File: config.mk
export PLATFORM = sky130hd
export DESIGN_NAME = sms_send_retry_sequencer
export DESIGN_NICKNAME = d
export VERILOG_FILES = /design/src/rtl/core/ssrs_pkg.sv /design/src/rtl/core/sms_send_retry_sequencer.sv
export SDC_FILE = /design/constraint.sdc
export NUM_CORES = 1
export LEC_CHECK = 0
export BUFFER_PORTS_ARGS = -buffer_cell sky130_fd_sc_hd__buf_2
export CAP_MARGIN = 20
export CORE_UTILIZATION = 30
export DETAILED_ROUTE_END_ITERATION = 8
export GPL_TIMING_DRIVEN = 0
export PLACE_DENSITY = 0.42
export SYNTH_ARGS = -nofsm -noshare
export SYNTH_HDL_FRONTEND = slang
export SYNTH_SLANG_ARGS = --single-unit
File: constraint.sdc
create_clock -name clock -period 2.9 [get_ports clock]
set_clock_uncertainty 0.05 [all_clocks]
set_input_delay 0.58 -clock clock [delete_from_list [all_inputs] [get_ports clock]]
set_output_delay 0.58 -clock clock [all_outputs]
set_load 0.01 [all_outputs]
File: src/rtl/core/ssrs_pkg.sv
package ssrs_pkg;

   localparam int CounterWidth = 8;
   localparam int LimitWidth   = 8;
   localparam int CompareWidth = (CounterWidth > LimitWidth) ? CounterWidth : LimitWidth;

   typedef logic [CounterWidth-1:0] count_type;
   typedef logic [LimitWidth-1:0]   limit_type;

   typedef enum logic [2:0] {
      STEP_INIT    = 3'd0,
      STEP_RESET   = 3'd1,
      STEP_CHECK   = 3'd2,
      STEP_PREPARE = 3'd3,
      STEP_READY   = 3'd4,
      STEP_SEND    = 3'd5,
      STEP_OFF     = 3'd6
   } step_type;

   typedef enum logic [1:0] {
      EXIT_OK      = 2'd0,
      EXIT_NO_NET  = 2'd1,
      EXIT_NO_PREP = 2'd2,
      EXIT_NO_SEND = 2'd3
   } exit_type;

   typedef enum logic [1:0] {
      BUILD_NONE    = 2'd0,
      BUILD_SAMPLES = 2'd1,
      BUILD_ALERT   = 2'd2
   } build_type;

   typedef enum logic [2:0] {
      REG_CHECK_LIMIT   = 3'd0,
      REG_PREPARE_LIMIT = 3'd1,
      REG_READY_LIMIT   = 3'd2,
      REG_SEND_LIMIT    = 3'd3,
      REG_FULL_LIMIT    = 3'd4,
      REG_PARTIAL_LIMIT = 3'd5
   } reg_index_type;

   localparam limit_type RetryLimitReset  = LimitWidth'(3);
   localparam limit_type RebootLimitReset = LimitWidth'(2);

   function automatic count_type bump(input count_type c);
      return c + count_type'(1);
   endfunction

   function automatic logic hit(input count_type c, input limit_type l);
      return CompareWidth'(c) == CompareWidth'(l);
   endfunction

   function automatic logic at_least(input count_type c, input limit_type l);
      return CompareWidth'(c) >= CompareWidth'(l);
   endfunction

endpackage

File: src/rtl/core/sms_send_retry_sequencer.sv
// A result item is registered and appears in the cycle after its input item is accepted.
// Throughput: one item per cycle; the input stalls while a result waits, and
// a new item is accepted in the same cycle that the waiting result is taken.
// Reset (synchronous, active high) returns the sequencer to the init step,
// clears all failure and reboot counters and loads the default limits.
module sms_send_retry_sequencer import ssrs_pkg::*; (
   input  logic        clock,
   input  logic        reset,
   input  logic        req_valid,
   output logic        req_stall,
   input  logic        req_outcome_ok,
   input  logic [1:0]  req_message_kind,
   output logic        rsp_valid,
   input  logic        rsp_stall,
   output logic [2:0]  rsp_next_action,
   output logic [1:0]  rsp_build_kind,
   output logic        rsp_finished,
   output logic [1:0]  rsp_exit_code,
   input  logic        csr_write_enable,
   input  logic [2:0]  csr_index,
   input  logic [7:0]  csr_data
);

   limit_type check_limit_ff, prepare_limit_ff, ready_limit_ff, send_limit_ff;
   limit_type full_limit_ff, partial_limit_ff;

   step_type  step_ff, step_in;
   count_type net_fail_ff, net_fail_in, prep_fail_ff, prep_fail_in;
   count_type ready_fail_ff, ready_fail_in, send_fail_ff, send_fail_in;
   count_type full_done_ff, full_done_in, partial_done_ff, partial_done_in;
   exit_type  pending_ff, pending_in;

   logic      rsp_valid_ff;
   step_type  action_ff;
   build_type build_ff, build_in;
   logic      finished_ff, finished_in;
   exit_type  code_ff, code_in;

   logic      accept;
   count_type bumped;

   assign req_stall = rsp_valid_ff & rsp_stall;
   assign accept    = req_valid & ~req_stall;

   assign rsp_valid       = rsp_valid_ff;
   assign rsp_next_action = action_ff;
   assign rsp_build_kind  = build_ff;
   assign rsp_finished    = finished_ff;
   assign rsp_exit_code   = code_ff;

   always_comb begin
      step_in         = step_ff;
      net_fail_in     = net_fail_ff;
      prep_fail_in    = prep_fail_ff;
      ready_fail_in   = ready_fail_ff;
      send_fail_in    = send_fail_ff;
      full_done_in    = full_done_ff;
      partial_done_in = partial_done_ff;
      pending_in      = pending_ff;
      build_in        = BUILD_NONE;
      finished_in     = 1'b0;
      code_in         = EXIT_OK;
      bumped          = '0;
      unique case (step_ff)
         STEP_RESET: begin
            step_in = STEP_CHECK;
         end
         STEP_CHECK: begin
            if (req_outcome_ok) begin
               net_fail_in = '0;
               step_in     = STEP_PREPARE;
            end else begin
               bumped      = bump(net_fail_ff);
               net_fail_in = bumped;
               if (hit(bumped, check_limit_ff)) begin
                  net_fail_in = '0;
                  if (at_least(full_done_ff, full_limit_ff)) begin
                     pending_in = EXIT_NO_NET;
                     step_in    = STEP_OFF;
                  end else begin
                     full_done_in = bump(full_done_ff);
                     step_in      = STEP_RESET;
                  end
               end
            end
         end
         STEP_PREPARE: begin
            if (req_outcome_ok) begin
               prep_fail_in = '0;
               step_in      = STEP_READY;
            end else begin
               bumped       = bump(prep_fail_ff);
               prep_fail_in = bumped;
               if (hit(bumped, prepare_limit_ff)) begin
                  prep_fail_in = '0;
                  if (at_least(full_done_ff, partial_limit_ff)) begin
                     pending_in = EXIT_NO_PREP;
                     step_in    = STEP_OFF;
                  end else begin
                     step_in = STEP_CHECK;
                  end
               end
            end
         end
         STEP_READY: begin
            if (req_outcome_ok) begin
               ready_fail_in = '0;
               build_in      = (req_message_kind == 2'd0) ? BUILD_SAMPLES : BUILD_ALERT;
               step_in       = STEP_SEND;
            end else begin
               bumped        = bump(ready_fail_ff);
               ready_fail_in = bumped;
               if (hit(bumped, ready_limit_ff)) begin
                  ready_fail_in = '0;
                  if (at_least(partial_done_ff, partial_limit_ff)) begin
                     pending_in = EXIT_NO_SEND;
                     step_in    = STEP_OFF;
                  end else begin
                     partial_done_in = bump(partial_done_ff);
                     step_in         = STEP_CHECK;
                  end
               end
            end
         end
         STEP_SEND: begin
            if (req_outcome_ok) begin
               send_fail_in = '0;
               pending_in   = EXIT_OK;
               step_in      = STEP_OFF;
            end else begin
               bumped       = bump(send_fail_ff);
               send_fail_in = bumped;
               if (hit(bumped, send_limit_ff)) begin
                  send_fail_in = '0;
                  if (at_least(partial_done_ff, partial_limit_ff)) begin
                     pending_in = EXIT_NO_SEND;
                     step_in    = STEP_OFF;
                  end else begin
                     partial_done_in = bump(partial_done_ff);
                     step_in         = STEP_READY;
                  end
               end
            end
         end
         STEP_OFF: begin
            finished_in     = 1'b1;
            code_in         = pending_ff;
            net_fail_in     = '0;
            prep_fail_in    = '0;
            ready_fail_in   = '0;
            send_fail_in    = '0;
            full_done_in    = '0;
            partial_done_in = '0;
            pending_in      = EXIT_OK;
            step_in         = STEP_INIT;
         end
         default: begin
            step_in = STEP_CHECK;
         end
      endcase
   end

   always_ff @(posedge clock) begin
      if (reset) begin
         check_limit_ff   <= RetryLimitReset;
         prepare_limit_ff <= RetryLimitReset;
         ready_limit_ff   <= RetryLimitReset;
         send_limit_ff    <= RetryLimitReset;
         full_limit_ff    <= RebootLimitReset;
         partial_limit_ff <= RebootLimitReset;
      end else if (csr_write_enable) begin
         unique case (csr_index)
            REG_CHECK_LIMIT:   check_limit_ff   <= csr_data;
            REG_PREPARE_LIMIT: prepare_limit_ff <= csr_data;
            REG_READY_LIMIT:   ready_limit_ff   <= csr_data;
            REG_SEND_LIMIT:    send_limit_ff    <= csr_data;
            REG_FULL_LIMIT:    full_limit_ff    <= csr_data;
            REG_PARTIAL_LIMIT: partial_limit_ff <= csr_data;
            default: ;
         endcase
      end
   end

   always_ff @(posedge clock) begin
      if (reset) begin
         step_ff         <= STEP_INIT;
         net_fail_ff     <= '0;
         prep_fail_ff    <= '0;
         ready_fail_ff   <= '0;
         send_fail_ff    <= '0;
         full_done_ff    <= '0;
         partial_done_ff <= '0;
         pending_ff      <= EXIT_OK;
      end else if (accept) begin
         step_ff         <= step_in;
         net_fail_ff     <= net_fail_in;
         prep_fail_ff    <= prep_fail_in;
         ready_fail_ff   <= ready_fail_in;
         send_fail_ff    <= send_fail_in;
         full_done_ff    <= full_done_in;
         partial_done_ff <= partial_done_in;
         pending_ff      <= pending_in;
      end
   end

   always_ff @(posedge clock) begin
      if (reset) begin
         rsp_valid_ff <= 1'b0;
      end else if (accept) begin
         rsp_valid_ff <= 1'b1;
      end else if (~rsp_stall) begin
         rsp_valid_ff <= 1'b0;
      end
   end

   always_ff @(posedge clock) begin
      if (accept) begin
         action_ff   <= step_in;
         build_ff    <= build_in;
         finished_ff <= finished_in;
         code_ff     <= code_in;
      end
   end

   // A finished item always restarts the sequence from init.
   assert property (@(posedge clock) disable iff (reset)
      rsp_valid && rsp_finished |-> rsp_next_action == STEP_INIT)
      else $error("finished item without a restart at init");

   // A build request only comes with the send that follows it.
   assert property (@(posedge clock) disable iff (reset)
      rsp_valid && rsp_build_kind != BUILD_NONE |-> rsp_next_action == STEP_SEND)
      else $error("build request without a send");

   // The exit code is zero unless the item reports completion.
   assert property (@(posedge clock) disable iff (reset)
      rsp_valid && !rsp_finished |-> rsp_exit_code == EXIT_OK)
      else $error("exit code on an unfinished item");

   // The last action issued is the step whose outcome the next item reports.
   assert property (@(posedge clock) disable iff (reset)
      rsp_valid |-> rsp_next_action == step_ff)
      else $error("issued action and current step disagree");

   // Counters are clear once a turn off has completed.
   assert property (@(posedge clock) disable iff (reset)
      accept && step_ff == STEP_OFF |=> full_done_ff == '0 && partial_done_ff == '0)
      else $error("reboot counters survived a turn off");

endmodule
[Word level (Yosys, flattened, before mapping)]
Cells that the tools add are included.
Word-level totals
  register bits: 110
  input bits: 19
  output and inout port bits: 10
  logic and storage cells: 131
Operators by class
  add/subtract/negate cells: 6
  $lt $le $gt $ge: 3
  eq/ne operators: 27
  muxes and demuxes: 51
  bitwise gates (word level): 3
  reduce and logical (&&, ||, !) cells: 22
Operator list (count)
  $mux W8: 16
  $pmux W8 S2: 5
  $add A8 B1 Y8 const B: 6
  $mux W3: 11
  $eq A8 B8 Y1: 4
  $mux W2: 13
  $ge A8 B8 Y1: 3
  $pmux W8 S3: 1
  $ne A2 B2 Y1 const B: 11
  $reduce_and A2 Y1: 11
  $eq A3 B3 Y1 const B: 5
  $pmux W3 S5: 1
  $eq A3 B2 Y1 const B: 4
  $reduce_and A11 Y1: 1
  $pmux W2 S5: 1
  $reduce_bool A2 Y1: 4
  $reduce_and A6 Y1: 1
  $reduce_and A5 Y1: 1
  $reduce_bool A5 Y1: 1
  $eq A3 B1 Y1 const B: 1
  $logic_not A3 Y1: 1
  $mux W1: 3
  $ne A3 B3 Y1 const B: 1
  $reduce_bool A3 Y1: 1
  4 further kinds: 5

[Logic depth before layout (Yosys ltp)]
  word-level depth: 5
  gate-level depth with buffers: 11
  depth with buffers taken out: 10

[Worst setup path before layout]
No wires, ideal clock.
  path kind: flip-flop to flip-flop
  from: register prep_fail_ff[0]
  to: register prep_fail_ff[6]
  setup time: 0.070 ns
  arrival time: 2.481 ns
  required time: 2.780 ns
  path slack: 0.299 ns
  stages on the path, launching flop included: 12
  buffers on the path: 2
  clock period less this slack: 2.601 ns
  path through: dfxtp_1 -> ha_1 -> clkbuf_1 -> and2_1 -> a211o_1 -> a21oi_1 -> nor4_1 -> nor4_1 -> clkbuf_1 -> a21boi_0 -> o21ai_0 -> a21oi_1
On the way
  word-level cells in the longest chain between the ends: 5
RTL lines
  start, declared: RTL line sms_send_retry_sequencer.sv:28  | count_type net_fail_ff, net_fail_in, prep_fail_ff, prep_fail_in;
  start signal, assigned: RTL line sms_send_retry_sequencer.sv:197  | prep_fail_ff <= prep_fail_in;
  $add A8 B1 Y8 *: RTL line ssrs_pkg.sv:46  | return c + count_type'(1);
  $eq A8 B8 Y1: RTL line ssrs_pkg.sv:50  | return CompareWidth'(c) == CompareWidth'(l);
  $mux W8 *: RTL line sms_send_retry_sequencer.sv:94  | if (hit(bumped, prepare_limit_ff)) begin
  $mux W8 *: RTL line sms_send_retry_sequencer.sv:88  | if (req_outcome_ok) begin
  $pmux W8 S2 *: RTL line sms_send_retry_sequencer.sv:64  | unique case (step_ff)
Every way passes the cells marked *; elsewhere a longest branch is shown, timed or not.
A chain may end at the register's enable or synchronous reset.

[Worst setup path after layout]
  from: register ready_fail_ff[2]
  to: register pending_ff[1]
On the way
  word-level cells in the longest chain between the ends: 4
RTL lines
  start, declared: RTL line sms_send_retry_sequencer.sv:29  | count_type ready_fail_ff, ready_fail_in, send_fail_ff, send_fail_in;
  start signal, assigned: RTL line sms_send_retry_sequencer.sv:198  | ready_fail_ff <= ready_fail_in;
  $add A8 B1 Y8: RTL line ssrs_pkg.sv:46
  $eq A8 B8 Y1: RTL line ssrs_pkg.sv:50
  $ne A2 B2 Y1 (no line)
  $reduce_and A11 Y1 (no line)
  end signal, assigned: RTL line sms_send_retry_sequencer.sv:202  | pending_ff <= pending_in;
  end, declared: RTL line sms_send_retry_sequencer.sv:31  | exit_type pending_ff, pending_in;
Every way passes these cells.

==> results.txt <==
- A synthesized cell averages 8.03 um2.
- Counting along the longest clock path gives a buffer depth of 2.
* Number of clock sinks: 110
- Leftover overflow at the end of global routing: 0
- Setup-failing EPs final: 0
- In this run, the number of DRC markers left after iteration 0 of detailed routing was 290.
- For this configuration, the core starts out at a cell density of 0.306.
- Derived from the worst setup path, the maximum achievable clock frequency is 0.364 GHz.
- Clock-pin slew on the worst setup and hold paths: 80 ps
* Top FF cell, synth: dfxtp_1
- In this run the tightest slew margin relative to its limit is 0.401.
- The pre-antenna-repair detailed-routing pass consisted of 4 iterations.
- Area of all sequential standard cells: 2300 um2
- Post-detailed-route wirelength per cell: 16.2 um
- Peak supply drop: 0.309 mV
- DRC violations left: 0
* Core box area: 20200 um2
- The run finished with clean final reports.
- Along the worst path, the maximum fanout reaches 9.
- Share of synthesized registers carrying an async set or reset: 0
- After floorplanning, the core was divided into 52 placement rows.
- Max-cap check violation count: 0
* Quantity of hold-fixing buffers added after cts: 0
* # IOs: 29
- Switching Power: 0.000874 W
- Proportion of synthesized chip area in sequential cells: 0.369
* Worst path required time: 3120 ps
- Summed over all instances, the cell type with the most area after synthesis is dfxtp_1.
- After legalization and detailed placement, the total HPWL measured 13100 um.
- Most frequent standard cell in the layout excluding fill and tap cells: nand2_1
* Post-layout power: 0.00328 W
- In the final design database the tool counted 860 nets.
* Post-synthesis sequential element count: 110
- Clk pwr share: 0.419
- Reg power frac: 0.483
- The share of synthesized area in the top cell type comes to 0.330.
- For the worst setup path, the data arrival time is 2970 ps.
- Clk Latency, worst-skew pair: 360 ps
* Die Width: 146 um
- The worst setup path is captured at a flop.
- The H-tree was split into 3 levels.
- Counting tap cells, the placed design contains a total of 1068 instances.
- Filler cell count: 2125
* Proportion of total power due to net switching: 0.267
- Combinational fraction of design power: 0.098
- Post-DRT Antenna Nets: 0
- Counting every net in the synthesized netlist gives 819.
- Vias in the first global route: 5363
* Leading cell types in the layout, fill and taps excluded: 115 x nand2_1, 93 x dfxtp_1, 80 x nor2_1
- Synthesis produced 770 cells.
- TritonCTS built the clock tree.
- Number of clock buffers inserted by TritonCTS: 9
- Final hold violations: 0
* EDFF count, synth: 8
- In this run the vertical extent of the chip is 146 um.
- Sorting the synthesized cells by area gives the leading types as dfxtp_1 33%, nand2_1 7.0%, a21oi_1 6.5%.
- Once routing completed, OpenROAD measured the worst setup slack at 151 ps.
* Sum of negative setup slack: 0 ps
- The number of antenna violations at the first check in global routing is 1.
- Fin cells: 1086
- Entering global routing, the biggest net connects 20 pins.
- Routability-driven placement finished with a final weighted congestion of 0.863.
- Total internal power: 0.00241 W
- The final max-slew violation count was 0.
- Vias per Instance: 5.10
- For the pin with the worst max-slew slack, the measured transition is 895 ps.
- In this run the clock root is driven by a clkbuf_16.
* Total wire length: 17600 um
* Share of final-layout standard cells stronger than drive strength 1: 0.107
* Die footprint: 21200 um2
* Total routing usage reported by global routing: 0.171
* Number of vias in the routed layout: 5538
- Of the available clock period, the critical path in the final layout requires 0.948.
* Count of input and output buffers: 27
- The critical path is of the flop to flop type.
- Type of the tightest min-delay check: primary input to flop
- Synthesis warning total: 0
* Distinct cell type count after synthesis: 71
- Signed area change from the synthesized netlist to the final layout: 15.6%
- Summed over all cells, the static leakage comes to 2.62 nW.
- After synthesis the cells add up to 6180 um2.
* Power density over the cells: 459 nW/um2
- Multi-input gate area: 3770 um2
- At the placement stage, the worst setup path has a slack of -813 ps.
- The first global-routing pass estimated 28300 um of wire.
* Number of diodes: 0
- STA classifies the critical path startpoint as a flop.
* Shortest period the worst path allows: 2750 ps
[kinds of logic (layout without fill, tap and decap cells)]
group | count (synthesis) | after routing | share of synthesized area
AOI/OAI and AO/OA | 177 | 177 | 0.181
DFF | 110 | 110 | 0.369
xor gates and xnor gates | 47 | 47 | 0.0666
adders and majority gates | 30 | 30 | 0.0607
muxes | 11 | 11 | 0.0178
and+or+nand+nor | 330 | 330 | 0.265
buffers and inverters | 65 | 111 | 0.0399
[stage by stage]
stage | util | hold WS, ps | area [um2]
2_1_floorplan | - | 386 | 6180
3_3_place_gp | 0.329 | 397 | 6660
3_5_place_dp | 0.329 | 399 | 6660
4_1_cts | 0.349 | 386 | 7050
5_1_grt | 0.353 | 404 | 7150
6_report | 0.353 | 391 | 7150
[critical path, cell delays in order, from the launching register on]
cell      delay, ps
dfxtp_1         310
buf_4           160
nand4_4         150
o21ba_1         190
or4_1           490
nor4bb_2        190
buf_4           160
a31o_1          210
a221o_1         350
and3_1          190
a221oi_2        220
[registers in the layout, summed over array words and instances (netlist names)]
signal,flops
prepare_limit_ff,8
full_limit_ff,8
ready_limit_ff,8
rsp_next_action,3
rsp_build_kind,2
ready_fail_ff,8
send_fail_ff,8
full_done_ff,8
send_limit_ff,8
rsp_exit_code,2
partial_done_ff,8
rsp_valid,1
rsp_finished,1
step_ff,3
prep_fail_ff,8
pending_ff,2
partial_limit_ff,8
net_fail_ff,8
check_limit_ff,8
[layout make-up]
cell class | count | area share
well taps | 270 | 0.0473
clock buffers | 10 | 0.0350
plain buffers | 29 | 0.0163
multi-input cells | 595 | 0.527
inverters | 32 | 0.0168
clock inverters | 6 | 0.0103
flip-flops and latches | 110 | 0.321
repair buffers | 34 | 0.0263
[timing repair]
action,CTS,global route
setup endpoints to repair,26,35
pin swaps,3,4
buffers inserted,3,3
cloned,0,0
gates resized for setup,9,26
[path summary, 6_finish.rpt]
check / startpoint / to / slack, ps / depth (start not counted)
worst min register to register: partial_limit_ff[3]$_SDFFE_PP0P_ / partial_limit_ff[3]$_SDFFE_PP0P_ / 410 / 2
worst max-delay path: ready_fail_ff[2]$_SDFFE_PP0P_ / pending_ff[1]$_SDFFE_PP0P_ / 150 / 10
worst min-delay path: req_valid / rsp_valid$_SDFFE_PP0P_ / 390 / 3
worst max register to register: ready_fail_ff[2]$_SDFFE_PP0P_ / pending_ff[1]$_SDFFE_PP0P_ / 150 / 10
[Yosys cell counts, types with 4 or more instances]
library cell / count
a211o_1: 4
a21o_1: 5
a21oi_1: 80
a22oi_1: 5
and2_1: 4
and3_1: 10
clkbuf_1: 30
dfxtp_1: 102
edfxtp_1: 8
ha_1: 30
inv_1: 31
mux2i_1: 11
nand2_1: 115
nand2b_1: 8
nand3_1: 22
nand3b_1: 15
nand4_1: 11
nand4b_1: 4
nor2_1: 81
nor2b_1: 17
nor3_1: 8
nor3b_1: 7
nor4_1: 5
o21ai_0: 35
or3_1: 7
or4_1: 4
xnor2_1: 26
xor2_1: 21
[per-layer routing]
layer | share of wire | vias up | GRT usage
li1 | - | 2782 | -
met1 | 0.49 | 2638 | 0.230
met2 | 0.46 | 93 | 0.280
met3 | 0.031 | 23 | 0.0238
met4 | 0.017 | 2 | 0.0568
met5 | 0.00074 | - | 0
[power by group through the flow]
stage / logic [W] / clock network (W) / registers (W)
5_1_grt: 0.000354 / 0.00149 / 0.00159
2_1_floorplan: 0.000188 / 0 / 0.00162
3_5_place_dp: 0.000307 / 0 / 0.00162
3_3_place_gp: 0.000304 / 0 / 0.00162
4_1_cts: 0.000317 / 0.00141 / 0.00158
6_report: 0.000320 / 0.00138 / 0.00158
Power figures use the tool's default switching activity.
